$ cat config.mk
export PLATFORM = sky130hd
export DESIGN_NAME = pcx_rle_pixel_decoder_flat
export DESIGN_NICKNAME = d
export VERILOG_FILES = /design/src/rtl/pcxrle_pkg.sv /design/src/rtl/pcxrle_byte_if.sv /design/src/rtl/pcxrle_pix_if.sv /design/src/rtl/pcx_rle_pixel_decoder.sv /design/src/rtl/pcxrle_cfg.sv /design/src/rtl/pcxrle_ctrl.sv /design/src/rtl/pcxrle_dp.sv /design/src/flat_wrapper.sv
export SDC_FILE = /design/constraint.sdc
export NUM_CORES = 1
export LEC_CHECK = 0
export BUFFER_PORTS_ARGS = -buffer_cell sky130_fd_sc_hd__buf_2
export CORE_ASPECT_RATIO = 0.75
export CORE_MARGIN = 8
export CORE_UTILIZATION = 55
export CTS_CLUSTER_SIZE = 24
export DETAILED_ROUTE_END_ITERATION = 16
export GPL_TIMING_DRIVEN = 0
export PLACE_DENSITY = 0.78
export SYNTH_ARGS = -nofsm -noshare
export SYNTH_HDL_FRONTEND = slang
export SYNTH_SLANG_ARGS = --single-unit
$ cat constraint.sdc
create_clock -name clk -period 6.6 [get_ports clk]
set_input_delay 0.66 -clock clk [delete_from_list [all_inputs] [get_ports clk]]
set_output_delay 0.66 -clock clk [all_outputs]
set_load 0.02 [all_outputs]
$ cat src/rtl/pcxrle_pkg.sv
// Shared types, constants and helper functions for the PCX RLE pixel decoder.
// No dependencies; imported by every other file of the block.
`default_nettype none

package pcxrle_pkg;

	localparam int BYTE_W     = 8;
	localparam int COL_W      = 16;
	localparam int ROW_W      = 11;
	localparam int RUN_W      = 6;
	localparam int LIM_W      = 15;
	localparam int SIZE_W     = 11;
	localparam int START_W    = 10;
	localparam int PIX_ADDR_W = 20;
	localparam int PROD_W     = 2 * SIZE_W;
	localparam int SUM_W      = 24;

	localparam logic [BYTE_W-1:0] RUN_MARK = 8'hC0;
	localparam logic [BYTE_W-1:0] RUN_MASK = 8'h3F;

	// APB register file
	localparam int APB_ADDR_W = 5;
	localparam int APB_DATA_W = 32;
	localparam int REG_IDX_W  = 3;

	typedef enum logic [REG_IDX_W-1:0] {
		REG_LAST_COLUMN  = 3'd0,
		REG_LAST_ROW     = 3'd1,
		REG_LINE_WIDTH   = 3'd2,
		REG_FRAME_HEIGHT = 3'd3,
		REG_START_ROW    = 3'd4
	} reg_idx_t;

	typedef struct packed {
		logic [LIM_W-1:0]   last_column;
		logic [LIM_W-1:0]   last_row;
		logic [SIZE_W-1:0]  line_width;
		logic [SIZE_W-1:0]  frame_height;
		logic [START_W-1:0] start_row;
	} cfg_t;

	// controller -> datapath
	typedef struct packed {
		logic emit;        // load one pixel into the output register
		logic from_run;    // pixel value comes from the held run byte
		logic last;        // final pixel of the item: run wrap/end checks
		logic check;       // wrap/end checks without a pixel (empty run)
		logic set_pending; // run header seen, latch count
		logic load_run;    // run data byte seen, latch value
	} dp_cmd_t;

	// datapath -> controller
	typedef struct packed {
		logic finished;
		logic pending;
		logic header;
		logic run_zero;
		logic run_one;
		logic slot_free;
	} dp_status_t;

	function automatic logic is_run_header(input logic [BYTE_W-1:0] b);
		return (b & RUN_MARK) == RUN_MARK;
	endfunction

	// hi, or size when hi > size-1; a zero size gives zero
	function automatic logic [LIM_W-1:0] clamp_limit(input logic [LIM_W-1:0] hi,
			input logic [SIZE_W-1:0] size);
		logic [LIM_W-1:0] size_x;
		size_x = {{(LIM_W-SIZE_W){1'b0}}, size};
		if (size == '0)
			return '0;
		else if (hi >= size_x)
			return size_x;
		else
			return hi;
	endfunction

endpackage

`default_nettype wire

$ cat src/rtl/pcxrle_byte_if.sv
// Input channel of the PCX RLE decoder: one encoded byte per item.
// Depends on pcxrle_pkg.
`default_nettype none

interface pcxrle_byte_if;
	import pcxrle_pkg::*;

	logic              valid;
	logic              ready;
	logic [BYTE_W-1:0] data_byte;

	modport source (output valid, output data_byte, input ready);
	modport sink (input valid, input data_byte, output ready);
endinterface

`default_nettype wire

$ cat src/rtl/pcxrle_pix_if.sv
// Output channel of the PCX RLE decoder: one frame buffer pixel write per item.
// Depends on pcxrle_pkg.
`default_nettype none

interface pcxrle_pix_if;
	import pcxrle_pkg::*;

	logic                  valid;
	logic                  ready;
	logic [PIX_ADDR_W-1:0] pixel_address;
	logic [BYTE_W-1:0]     pixel_value;
	logic                  last_of_item;
	logic                  image_done;

	modport source (output valid, output pixel_address, output pixel_value,
		output last_of_item, output image_done, input ready);
	modport sink (input valid, input pixel_address, input pixel_value,
		input last_of_item, input image_done, output ready);
endinterface

`default_nettype wire

$ cat src/rtl/pcx_rle_pixel_decoder.sv
// PCX 8-bit run-length pixel decoder, top level: register file, controller, datapath.
// Depends on pcxrle_pkg, pcxrle_byte_if, pcxrle_pix_if, pcxrle_cfg, pcxrle_ctrl, pcxrle_dp.
//
// Usage:
//   data_in   takes the encoded image stream one byte per item (valid/ready).
//   pixel_out gives one frame buffer write per item: address, palette index,
//             last_of_item on the final pixel of an input byte, image_done on
//             the final pixel of the byte that ends the image.
//   APB port  sets last_column, last_row, line_width, frame_height, start_row;
//             writing start_row reloads the row counter. Write only while idle.
// Timing:
//   A literal byte's pixel shows in the output register the cycle after the byte is taken.
//   A run header byte is taken, then the run data byte, and the run then holds
//   the input while the output register sends one pixel per cycle whenever the
//   receiver has taken the last one. The single output register sets the rate.
//   Once the image is done every input byte is taken and dropped.
// Reset: counters, run state and output valid clear; registers take defaults.
// Stall: a stalled receiver holds the output register and the input waits.
`default_nettype none

module pcx_rle_pixel_decoder #(
	parameter int ADDR_BITS = 20
) (
	input  wire logic                              clk,
	input  wire logic                              arst_n,
	pcxrle_byte_if.sink                            data_in,
	pcxrle_pix_if.source                           pixel_out,
	input  wire logic                              psel,
	input  wire logic                              penable,
	input  wire logic                              pwrite,
	input  wire logic [pcxrle_pkg::APB_ADDR_W-1:0] paddr,
	input  wire logic [pcxrle_pkg::APB_DATA_W-1:0] pwdata,
	output logic      [pcxrle_pkg::APB_DATA_W-1:0] prdata,
	output logic                                   pready
);
	import pcxrle_pkg::*;

	cfg_t               cfg;
	logic               row_load;
	logic [START_W-1:0] row_load_value;
	dp_cmd_t            cmd;
	dp_status_t         st;

	pcxrle_cfg u_cfg (
		.clk            (clk),
		.arst_n         (arst_n),
		.psel           (psel),
		.penable        (penable),
		.pwrite         (pwrite),
		.paddr          (paddr),
		.pwdata         (pwdata),
		.prdata         (prdata),
		.pready         (pready),
		.cfg            (cfg),
		.row_load       (row_load),
		.row_load_value (row_load_value)
	);

	pcxrle_ctrl u_ctrl (
		.clk      (clk),
		.arst_n   (arst_n),
		.in_valid (data_in.valid),
		.in_ready (data_in.ready),
		.st       (st),
		.cmd      (cmd)
	);

	pcxrle_dp #(
		.ADDR_BITS (ADDR_BITS)
	) u_dp (
		.clk            (clk),
		.arst_n         (arst_n),
		.cfg            (cfg),
		.row_load       (row_load),
		.row_load_value (row_load_value),
		.data_byte      (data_in.data_byte),
		.cmd            (cmd),
		.st             (st),
		.out_ready      (pixel_out.ready),
		.out_valid      (pixel_out.valid),
		.pixel_address  (pixel_out.pixel_address),
		.pixel_value    (pixel_out.pixel_value),
		.last_of_item   (pixel_out.last_of_item),
		.image_done     (pixel_out.image_done)
	);

endmodule

`default_nettype wire

$ cat src/rtl/pcxrle_cfg.sv
// APB register file of the PCX RLE decoder: image limits, frame size, start row.
// Depends on pcxrle_pkg. A start_row write also reloads the row counter.
`default_nettype none

module pcxrle_cfg (
	input  wire logic                              clk,
	input  wire logic                              arst_n,
	input  wire logic                              psel,
	input  wire logic                              penable,
	input  wire logic                              pwrite,
	input  wire logic [pcxrle_pkg::APB_ADDR_W-1:0] paddr,
	input  wire logic [pcxrle_pkg::APB_DATA_W-1:0] pwdata,
	output logic      [pcxrle_pkg::APB_DATA_W-1:0] prdata,
	output logic                                   pready,
	output pcxrle_pkg::cfg_t                       cfg,
	output logic                                   row_load,
	output logic      [pcxrle_pkg::START_W-1:0]    row_load_value
);
	import pcxrle_pkg::*;

	cfg_t     cfg_q;
	logic     wr_en;
	reg_idx_t idx;

	assign pready = 1'b1;
	assign wr_en  = psel & penable & pwrite;
	assign idx    = reg_idx_t'(paddr[APB_ADDR_W-1:2]);

	always_ff @(posedge clk or negedge arst_n) begin
		if (!arst_n) begin
			cfg_q.last_column  <= LIM_W'(319);
			cfg_q.last_row     <= LIM_W'(199);
			cfg_q.line_width   <= SIZE_W'(352);
			cfg_q.frame_height <= SIZE_W'(727);
			cfg_q.start_row    <= '0;
		end else if (wr_en) begin
			unique case (idx)
				REG_LAST_COLUMN:  cfg_q.last_column  <= pwdata[LIM_W-1:0];
				REG_LAST_ROW:     cfg_q.last_row     <= pwdata[LIM_W-1:0];
				REG_LINE_WIDTH:   cfg_q.line_width   <= pwdata[SIZE_W-1:0];
				REG_FRAME_HEIGHT: cfg_q.frame_height <= pwdata[SIZE_W-1:0];
				REG_START_ROW:    cfg_q.start_row    <= pwdata[START_W-1:0];
				default: ;
			endcase
		end
	end

	assign row_load       = wr_en && (idx == REG_START_ROW);
	assign row_load_value = pwdata[START_W-1:0];
	assign cfg            = cfg_q;

	always_comb begin
		prdata = '0;
		unique case (idx)
			REG_LAST_COLUMN:  prdata = APB_DATA_W'(cfg_q.last_column);
			REG_LAST_ROW:     prdata = APB_DATA_W'(cfg_q.last_row);
			REG_LINE_WIDTH:   prdata = APB_DATA_W'(cfg_q.line_width);
			REG_FRAME_HEIGHT: prdata = APB_DATA_W'(cfg_q.frame_height);
			REG_START_ROW:    prdata = APB_DATA_W'(cfg_q.start_row);
			default:          prdata = '0;
		endcase
	end

endmodule

`default_nettype wire

$ cat src/rtl/pcxrle_ctrl.sv
// Control state machine of the PCX RLE decoder: input handshake and run sequencing.
// Depends on pcxrle_pkg; drives pcxrle_dp through dp_cmd_t.
`default_nettype none

module pcxrle_ctrl (
	input  wire logic                   clk,
	input  wire logic                   arst_n,
	input  wire logic                   in_valid,
	output logic                        in_ready,
	input  wire pcxrle_pkg::dp_status_t st,
	output pcxrle_pkg::dp_cmd_t         cmd
);
	import pcxrle_pkg::*;

	typedef enum logic [1:0] {
		ST_IDLE = 2'b01,
		ST_RUN  = 2'b10
	} ctrl_state_t;

	ctrl_state_t state_q;
	ctrl_state_t state_d;

	always_ff @(posedge clk or negedge arst_n) begin
		if (!arst_n)
			state_q <= ST_IDLE;
		else
			state_q <= state_d;
	end

	always_comb begin
		cmd      = '0;
		in_ready = 1'b0;
		state_d  = state_q;
		unique case (state_q)
			ST_IDLE: begin
				// after the end of the image bytes are swallowed; run data needs no slot
				in_ready = st.finished | st.pending | st.slot_free;
				if (in_valid && in_ready && !st.finished) begin
					if (st.pending) begin
						cmd.load_run = 1'b1;
						if (st.run_zero)
							cmd.check = 1'b1;
						else
							state_d = ST_RUN;
					end else if (st.header) begin
						cmd.set_pending = 1'b1;
					end else begin
						cmd.emit = 1'b1;
						cmd.last = 1'b1;
					end
				end
			end
			ST_RUN: begin
				if (st.slot_free) begin
					cmd.emit     = 1'b1;
					cmd.from_run = 1'b1;
					if (st.run_one) begin
						cmd.last = 1'b1;
						state_d  = ST_IDLE;
					end
				end
			end
			default: state_d = ST_IDLE;
		endcase
	end

endmodule

`default_nettype wire

$ cat src/rtl/pcxrle_dp.sv
// Datapath of the PCX RLE decoder: column/row counters, run count, address
// multiply-add, limit checks and the output register. Depends on pcxrle_pkg.
`default_nettype none

module pcxrle_dp #(
	parameter int ADDR_BITS = 20
) (
	input  wire logic                              clk,
	input  wire logic                              arst_n,
	input  wire pcxrle_pkg::cfg_t                  cfg,
	input  wire logic                              row_load,
	input  wire logic [pcxrle_pkg::START_W-1:0]    row_load_value,
	input  wire logic [pcxrle_pkg::BYTE_W-1:0]     data_byte,
	input  wire pcxrle_pkg::dp_cmd_t               cmd,
	output pcxrle_pkg::dp_status_t                 st,
	input  wire logic                              out_ready,
	output logic                                   out_valid,
	output logic      [pcxrle_pkg::PIX_ADDR_W-1:0] pixel_address,
	output logic      [pcxrle_pkg::BYTE_W-1:0]     pixel_value,
	output logic                                   last_of_item,
	output logic                                   image_done
);
	import pcxrle_pkg::*;

	localparam logic [SUM_W-1:0] ADDR_MASK = SUM_W'((64'd1 << ADDR_BITS) - 64'd1);

	logic [COL_W-1:0]      column_q;
	logic [ROW_W-1:0]      row_q;
	logic                  pending_q;
	logic [RUN_W-1:0]      run_q;
	logic                  finished_q;
	logic [BYTE_W-1:0]     value_q;
	logic                  out_valid_q;
	logic [PIX_ADDR_W-1:0] addr_q;
	logic [BYTE_W-1:0]     pix_q;
	logic                  last_q;
	logic                  done_q;

	logic [LIM_W-1:0]  col_lim;
	logic [LIM_W-1:0]  row_lim;
	logic [COL_W-1:0]  col_next;
	logic              wrap;
	logic [ROW_W-1:0]  row_next;
	logic [COL_W-1:0]  col_after;
	logic [ROW_W-1:0]  row_off;
	logic              fin_next;
	logic              check_now;
	logic [PROD_W-1:0] prod;
	logic [SUM_W-1:0]  addr_sum;

	assign col_lim = clamp_limit(cfg.last_column, cfg.line_width);
	assign row_lim = clamp_limit(cfg.last_row, cfg.frame_height);

	// column value after this pixel, then end-of-item wrap and end check
	assign col_next  = cmd.emit ? column_q + COL_W'(1) : column_q;
	assign wrap      = col_next > {{(COL_W-LIM_W){1'b0}}, col_lim};
	assign row_next  = wrap ? row_q + ROW_W'(1) : row_q;
	assign col_after = wrap ? '0 : col_next;
	assign row_off   = row_next - {{(ROW_W-START_W){1'b0}}, cfg.start_row};
	assign fin_next  = {{(LIM_W-ROW_W){1'b0}}, row_off} > row_lim;
	assign check_now = cmd.last | cmd.check;

	assign prod     = PROD_W'(row_q) * PROD_W'(cfg.line_width);
	assign addr_sum = ({{(SUM_W-PROD_W){1'b0}}, prod} + {{(SUM_W-COL_W){1'b0}}, column_q})
		& ADDR_MASK;

	always_ff @(posedge clk or negedge arst_n) begin
		if (!arst_n) begin
			column_q   <= '0;
			row_q      <= '0;
			pending_q  <= 1'b0;
			run_q      <= '0;
			finished_q <= 1'b0;
		end else begin
			if (row_load)
				row_q <= {{(ROW_W-START_W){1'b0}}, row_load_value};
			else if (check_now)
				row_q <= row_next;

			if (check_now) begin
				column_q   <= col_after;
				finished_q <= fin_next;
			end else if (cmd.emit) begin
				column_q <= col_next;
			end

			if (cmd.set_pending) begin
				pending_q <= 1'b1;
				run_q     <= data_byte[RUN_W-1:0] & RUN_MASK[RUN_W-1:0];
			end else if (cmd.load_run) begin
				pending_q <= 1'b0;
			end else if (cmd.emit && cmd.from_run) begin
				run_q <= run_q - RUN_W'(1);
			end
		end
	end

	always_ff @(posedge clk) begin
		if (cmd.load_run)
			value_q <= data_byte;
	end

	always_ff @(posedge clk or negedge arst_n) begin
		if (!arst_n)
			out_valid_q <= 1'b0;
		else if (cmd.emit)
			out_valid_q <= 1'b1;
		else if (out_ready)
			out_valid_q <= 1'b0;
	end

	always_ff @(posedge clk) begin
		if (cmd.emit) begin
			addr_q <= addr_sum[PIX_ADDR_W-1:0];
			pix_q  <= cmd.from_run ? value_q : data_byte;
			last_q <= cmd.last;
			done_q <= cmd.last & fin_next;
		end
	end

	assign st.finished  = finished_q;
	assign st.pending   = pending_q;
	assign st.header    = is_run_header(data_byte);
	assign st.run_zero  = run_q == '0;
	assign st.run_one   = run_q == RUN_W'(1);
	assign st.slot_free = !out_valid_q | out_ready;

	assign out_valid     = out_valid_q;
	assign pixel_address = addr_q;
	assign pixel_value   = pix_q;
	assign last_of_item  = last_q;
	assign image_done    = done_q;

endmodule

`default_nettype wire

$ cat src/flat_wrapper.sv
// flat-port wrapper written by rule: the top's interface ports become plain ports
module pcx_rle_pixel_decoder_flat import pcxrle_pkg::*;
#(
	parameter int ADDR_BITS = 20
)
  (clk, arst_n, psel, penable, pwrite, paddr, pwdata, prdata, pready, data_in_valid, data_in_data_byte, data_in_ready, pixel_out_valid, pixel_out_pixel_address, pixel_out_pixel_value, pixel_out_last_of_item, pixel_out_image_done, pixel_out_ready);
  pcxrle_byte_if data_in_i ();
  pcxrle_pix_if pixel_out_i ();
  input  wire logic clk;
  input  wire logic arst_n;
  input  wire logic psel;
  input  wire logic penable;
  input  wire logic pwrite;
  input  wire logic [pcxrle_pkg::APB_ADDR_W-1:0] paddr;
  input  wire logic [pcxrle_pkg::APB_DATA_W-1:0] pwdata;
  output logic      [pcxrle_pkg::APB_DATA_W-1:0] prdata;
  output logic pready;
  input wire logic [$bits(data_in_i.valid)-1:0] data_in_valid;
  input wire logic [$bits(data_in_i.data_byte)-1:0] data_in_data_byte;
  output wire logic [$bits(data_in_i.ready)-1:0] data_in_ready;
  output wire logic [$bits(pixel_out_i.valid)-1:0] pixel_out_valid;
  output wire logic [$bits(pixel_out_i.pixel_address)-1:0] pixel_out_pixel_address;
  output wire logic [$bits(pixel_out_i.pixel_value)-1:0] pixel_out_pixel_value;
  output wire logic [$bits(pixel_out_i.last_of_item)-1:0] pixel_out_last_of_item;
  output wire logic [$bits(pixel_out_i.image_done)-1:0] pixel_out_image_done;
  input wire logic [$bits(pixel_out_i.ready)-1:0] pixel_out_ready;
  assign data_in_i.valid = data_in_valid;
  assign data_in_i.data_byte = data_in_data_byte;
  assign data_in_ready = data_in_i.ready;
  assign pixel_out_valid = pixel_out_i.valid;
  assign pixel_out_pixel_address = pixel_out_i.pixel_address;
  assign pixel_out_pixel_value = pixel_out_i.pixel_value;
  assign pixel_out_last_of_item = pixel_out_i.last_of_item;
  assign pixel_out_image_done = pixel_out_i.image_done;
  assign pixel_out_i.ready = pixel_out_ready;
  pcx_rle_pixel_decoder #(.ADDR_BITS(ADDR_BITS)) u_core (.clk(clk), .arst_n(arst_n), .data_in(data_in_i), .pixel_out(pixel_out_i), .psel(psel), .penable(penable), .pwrite(pwrite), .paddr(paddr), .pwdata(pwdata), .prdata(prdata), .pready(pready));
endmodule
### Yosys cells after proc, flatten, opt, wreduce, memory -nomap -nowiden

Index checks and enable logic that the tools add are counted.

| storage, ports and cells | value |
|---|---|
| memory bits (writable) | 0 |
| output and inout port bits | 65 |
| flip-flop bits (word level) | 138 |
| memories | 0 |
| ROM bits | 0 |
| latch bits | 0 |

| operators by class | value |
|---|---|
| add/subtract/negate cells | 5 |
| equality and inequality tests | 14 |
| reduce and logical (&&, ||, !) cells | 22 |
| $lt $le $gt $ge | 4 |
| bitwise gates (word level) | 7 |
| mux-type cells | 42 |
| $mul | 1 |
| shift-type cells | 0 |
| div/mod/pow operators | 0 |

Operators with widths:

| cell | number |
|---|---|
| 15-bit one-hot mux with 5 select lines | 1 |
| 16-bit two-way mux | 4 |
| 15-bit two-way mux | 4 |
| 11-bit two-way mux | 3 |
| 15-bit by 11-bit >= comparator with 1-bit output | 2 |
| 11-bit logical NOT | 2 |
| 20-bit by 16-bit adder with 20-bit output | 1 |
| 11-bit by 11-bit multiplier with 20-bit output | 1 |
| 6-bit two-way mux | 3 |
| 16-bit by 1-bit adder with 16-bit output (second input constant) | 1 |
| 16-bit by 15-bit > comparator with 1-bit output | 1 |
| 11-bit by 15-bit > comparator with 1-bit output | 1 |
| 1-bit two-way mux | 15 |
| 2-bit AND reduction | 6 |
| 11-bit by 1-bit adder with 11-bit output (second input constant) | 1 |
| 11-bit by 10-bit subtractor with 11-bit output | 1 |
| 2-bit two-way mux | 5 |
| 2-bit nonzero test | 5 |
| 8-bit two-way mux | 1 |
| 2-bit != test (second input constant) | 4 |
| 3-bit by 2-bit == test with 1-bit output (second input constant) | 2 |
| 6-bit by 1-bit == test with 1-bit output (second input constant) | 1 |
| 6-bit logical NOT | 1 |
| 3-bit two-way mux | 2 |
| 15 further kinds | 27 |

### Longest topological paths before layout

| depth | value |
|---|---|
| depth in word-level cells | 13 |
| mapped depth | 35 |
| gate-level depth less buffers | 33 |

### Modules after synthesis

From an unflattened synthesis, not the netlist that was laid out.

| second synthesis, totals | value |
|---|---|
| cell total of the unflattened synthesis | 1,277 |
| area total of the unflattened synthesis | 12,799.8 um^2 |

By module, submodules not included:

| module | times used | cells each | area an instance (um^2) |
|---|---|---|---|
| pcxrle_dp | 1 | 1,022 | 9,456.6 |
| pcxrle_cfg | 1 | 233 | 3,143.0 |
| pcxrle_ctrl | 1 | 22 | 200.2 |

### Worst setup path before layout

OpenSTA, ideal clock, no wires.

| path | value |
|---|---|
| path kind | input -> register |
| from | input pixel_out_ready |
| to | register u_core.u_dp.done_q, in the netlist u_core.u_dp.image_done, data pin |
| stages on the path | 29 |
| arrival | 7.027 ns |
| required time | 6.338 ns |
| buffers on the path | 2 |
| setup time | 0.262 ns |
| setup slack | -0.689 ns |
| path through | nand2b_2 -> nand2_1 -> buf_6 -> a21oi_2 -> nand2_1 -> nor3_1 -> xnor2_1 -> ha_1 -> nand4_1 -> or2_2 -> a21o_1 -> o2111a_1 -> o31ai_2 -> buf_2 -> xnor2_1 -> ha_1 -> fa_1 -> nor2b_1 -> o21ai_0 -> a21boi_0 -> o21ai_0 -> a21oi_1 -> a21o_1 -> a21oi_1 -> xor2_1 -> ha_1 -> a221o_1 -> o21ai_0 -> a21oi_1 |

RTL lines:

| what | line | text |
|---|---|---|
| from (decl) | flat_wrapper.sv:26 | `input wire logic [$bits(pixel_out_i.ready)-1:0] pixel_out_ready;` |
| to (signal assigned) | pcxrle_dp.sv:117 | `done_q <= cmd.last & fin_next;` |
| to (decl) | pcxrle_dp.sv:37 | `logic done_q;` |

### Final worst setup path

| path | value |
|---|---|
| from | register u_core.u_cfg.cfg_q (netlist bit u_core.u_cfg.cfg[48]) |
| to | register u_core.u_dp.done_q, in the netlist u_core.u_dp.image_done, data pin |

| between the ends | value |
|---|---|
| cells in the longest elaborated chain, start to end | 8 |

Ends and longest elaborated chain:

| what | line | text |
|---|---|---|
| from (decl) | pcxrle_cfg.sv:21 | `cfg_t cfg_q;` |
| 15-bit by 11-bit >= comparator with 1-bit output | pcxrle_pkg.sv:73 | `else if (hi >= size_x)` |
| 15-bit two-way mux * | pcxrle_pkg.sv:73 |  |
| 15-bit two-way mux * | pcxrle_pkg.sv:71 | `if (size == '0)` |
| 16-bit by 15-bit > comparator with 1-bit output * | pcxrle_dp.sv:56 | `assign wrap = col_next > {{(COL_W-LIM_W){1'b0}}, col_lim};` |
| 11-bit two-way mux * | pcxrle_dp.sv:57 | `assign row_next = wrap ? row_q + ROW_W'(1) : row_q;` |
| 11-bit by 10-bit subtractor with 11-bit output * | pcxrle_dp.sv:59 | `assign row_off = row_next - {{(ROW_W-START_W){1'b0}}, cfg.start_row};` |
| 11-bit by 15-bit > comparator with 1-bit output * | pcxrle_dp.sv:60 | `assign fin_next = {{(LIM_W-ROW_W){1'b0}}, row_off} > row_lim;` |
| 1-bit bitwise AND * | pcxrle_dp.sv:117 |  |

Mark *: on every way between the ends. The rest lies on a longest branch, timed or not.
A chain may end at the register's enable or synchronous reset.

==> flow_summary_export.csv <==
group,metric,value,unit
outcome,status,"finished, violations left",
outcome,violations,"negative setup slack",
cts,cts_tree,"built",
place,gp_congestion,1.00,
drt,first_pass_iters,5,
pwr,seqPwrFrac,0.213,
final_layout,final_common_cell,"inv_1",
floorplanning,coreArea,0.0222,mm2
pwr,swShare,0.451,
timing,period_needed,6870,ps
final_layout,final_cell_mix,"inv_1, nand2_1, ha_1, fa_1, buf_2",
cts,clkSinkCount,138,
final_layout,diodes,0,
worst_hold_path,hp-class,"input port to async pin",
grt,grt_max_degree,58,
setup_path,required,6790,ps
drt,via_per_inst,5.79,
synthesis,synthTopCellsByArea,"dfrtp_1, fa_1, ha_1",
timing,setup_viol,2,
timing,relSlewSlack,0.381,
pwr,intPower,0.00392,W
synthesis,ys_async_sr_fraction,0.725,
place,dpl.hpwl,25100,um
setup_path,critPathCaptureType,"flip-flop",
synthesis,synth_top_family_by_area,"adder cells",
setup_path,timing.critical_path.buf_inv,2,
drt,drtIter0Drc,1010,
timing,layout_setup_ws,-267,ps
floorplanning,die_h,147,um
cts,cts.path.max_buffers,2,
synthesis,ys.warnings.count,0,
cts,cts_max_level,4,
grt,track_usage,0.240,
drt,drc,0,
timing,skew,7.57,ps
setup_path,path_max_fanout,8,
final_layout,nets,1708,
synthesis,synthSimpleGateAreaFrac,0.141,
drt,routed_wl,33700,um
timing,hold_violations,0,
place,port_buffers,79,
setup_path,path_delay_family,"compound AO/OA/AOI/OAI gates",
grt,grt_pass1_vias,10000,
setup_path,worst-setup-path-type,"flip-flop to flip-flop",
synthesis,synth_ff_type,"dfrtp_1",
floorplanning,rows,47,
grt,grt_pass1_wl,52900,um
drt,num_vias,10100,
setup_path,cp_slowest_cell,"dfstp_2",
final_layout,n_fill_cell,1724,
synthesis,synth-adder-area-share,0.268,
floorplanning,ios,117,
synthesis,ys_types,68,
pwr,power,0.00713,W
pwr,p_per_area,493,mW/mm2
pwr,clockPowerShare,0.131,
synthesis,synth-xor-area-share,0.0413,
timing,fmax,146,MHz
final_layout,seq_area,0.00367,mm2
cts,clkLatencyLatePin,440,ps
synthesis,synth_edf_count,38,
synthesis,synth_compound_area_frac,0.106,
timing,final_max_slew_viol_count,0,
floorplanning,die_x,190,um
cts,cts-root-buf,"clkbuf_16",
drt,routedWlPerCell,19.2,um
synthesis,yosysTopAreaCellShare,0.154,
pwr,power_switching,0.00322,W
timing,finalCritPeriodShare,1.04,
pwr,p_comb_frac,0.656,
synthesis,synth_top_area_cell,"dfrtp_1",
cts,holdBufCountCts,0,
drt,ant_nets,0,
synthesis,muxShareOfSynthArea,0.0701,
synthesis,synth_seq_cells,138,
final_layout,finalCoreUtilization,0.651,
timing,rsz0062_at_grt,"true",
pwr,p_leak,6.85,nW
final_layout,syn2layout_area_growth,15.5,%
cts,clk_pin_slew_worst_paths,60,ps
timing,worstMarginPinSlew,922,ps
synthesis,yosysSeqAreaShare,0.293,
setup_path,worstSetupStartpointType,"flip-flop",
synthesis,avgSynthCellArea,9.67,um2
floorplanning,initial_core_util,0.563,
final_layout,multi_input_area,0.00821,mm2
flow_run,drv_cap,0,
setup_path,slowest_delay,590,ps
floorplanning,dieArea,0.0279,mm2
cts,numCtsBuffers,17,
grt,gr-total-overflow,0,
final_layout,drive_gt1_frac,0.215,
synthesis,syn_area,0.0125,mm2
setup_path,worstPathArrival,7060,ps
synthesis,synth_cells,1295,
pwr,vdd_drop_max,0.491,mV
grt,antenna_found_initial,0,
[Yosys cell counts, types with 11 or more instances]
cell type / count
nand3_1: 22
a22oi_1: 21
nor3_1: 14
inv_1: 169
edfxtp_1: 38
xor2_1: 18
and2_1: 36
mux2_2: 60
or2_2: 13
nand2_1: 167
a21o_1: 13
buf_4: 18
o21a_1: 11
dfrtp_1: 77
dfstp_2: 23
fa_1: 96
ha_1: 115
nor2b_1: 19
clkbuf_1: 41
xnor2_1: 41
nor2_1: 36
o21ai_0: 56
o22ai_1: 11
a21boi_0: 16
mux2i_1: 18
nand4_1: 11
a21oi_1: 34
and3_1: 14
[cell families (layout without fill, tap and decap cells)]
family          after synthesis  after routing
other cells                   2             22
simple gates                361            361
flops                       138            138
compound gates              204            205
buf+inv                     241            383
fa+ha+maj                   211            211
xor+xnor                     59             59
mux                          79             79
[routing by layer]
| layer | GRT usage | up-vias | wire length [um] |
|---|---|---|---|
| met4 | 0.0569 | 0 | 650 |
| met3 | 0.0778 | 61 | 3480 |
| met5 | 0 | - | 0 |
| met2 | 0.358 | 479 | 15100 |
| li1 | - | 4605 | - |
| met1 | 0.332 | 4997 | 14400 |
[worst paths after layout]
| path | startpoint | to | slack [ps] | cells after the start |
|---|---|---|---|---|
| hold reg to reg | u_core.u_ctrl.state_q[0]$_DFFE_PN1P_ | u_core.u_ctrl.state_q[0]$_DFFE_PN1P_ | 510 | 2 |
| max in group asynchronous | arst_n | u_core.u_cfg.cfg[51]$_DFFE_PN1P_ | 5580 | 2 |
| hold / removal | arst_n | u_core.u_cfg.cfg[13]$_DFFE_PN0P_ | 250 | 1 |
| setup reg to reg | u_core.u_cfg.cfg[48]$_DFFE_PN1P_ | u_core.u_dp.image_done$_DFFE_PN_ | -270 | 32 |
| setup / recovery | u_core.u_cfg.cfg[48]$_DFFE_PN1P_ | u_core.u_dp.image_done$_DFFE_PN_ | -270 | 32 |
| min in group clk | data_in_data_byte[5] | u_core.u_dp.value_q[5]$_DFFE_PP_ | 440 | 1 |
[per-stage QoR]
stage	worst slack [ps]	instances	hold slack, ps	area, um2	TNS [ps]
2_1_floorplan	1.93	1315	364	12600	0
3_3_place_gp	-1440	1688	484	13400	-2750
3_5_place_dp	-1520	1689	506	13400	-2930
4_1_cts	-118	1744	255	14300	-143
5_1_grt	-489	1752	287	14500	-906
6_report	-267	1752	249	14500	-456
[registers in the layout (all words and copies together), names as in the netlist, 2 cells and up]
signal                     flops
u_core.u_cfg.cfg              62
u_core.u_dp.pixel_address     20
u_core.u_dp.column_q          16
u_core.u_dp.row_q             11
u_core.u_dp.pixel_value        8
u_core.u_dp.value_q            8
u_core.u_dp.run_q              6
u_core.u_ctrl.state_q          2
[area by class of cell]
class                      count  area share
multi-input combinational    937       0.567
sequential                   138       0.254
timing repair buffer         111      0.0460
inverter                     170      0.0441
clock buffer                  19      0.0306
tap                          294      0.0254
buffer                        70      0.0246
clock inverter                13     0.00796
[power by group through the flow]
stage	clock network [W]	logic, W	registers (W)
6_report	0.000935	0.00468	0.00152
5_1_grt	0.000977	0.00526	0.00154
4_1_cts	0.000942	0.00462	0.00151
3_5_place_dp	0	0.00444	0.00153
3_3_place_gp	0	0.00427	0.00153
2_1_floorplan	0	0.00342	0.00154
[what timing repair did]
action / 4_1_cts / 5_1_grt
gates cloned: 1 / 0
resized for setup: 29 / 20
setup buffers: 23 / 8
pin swaps: 21 / 22
endpoints found under the setup margin: 2 / 2
No activity file was read; power rests on OpenSTA's default activity.
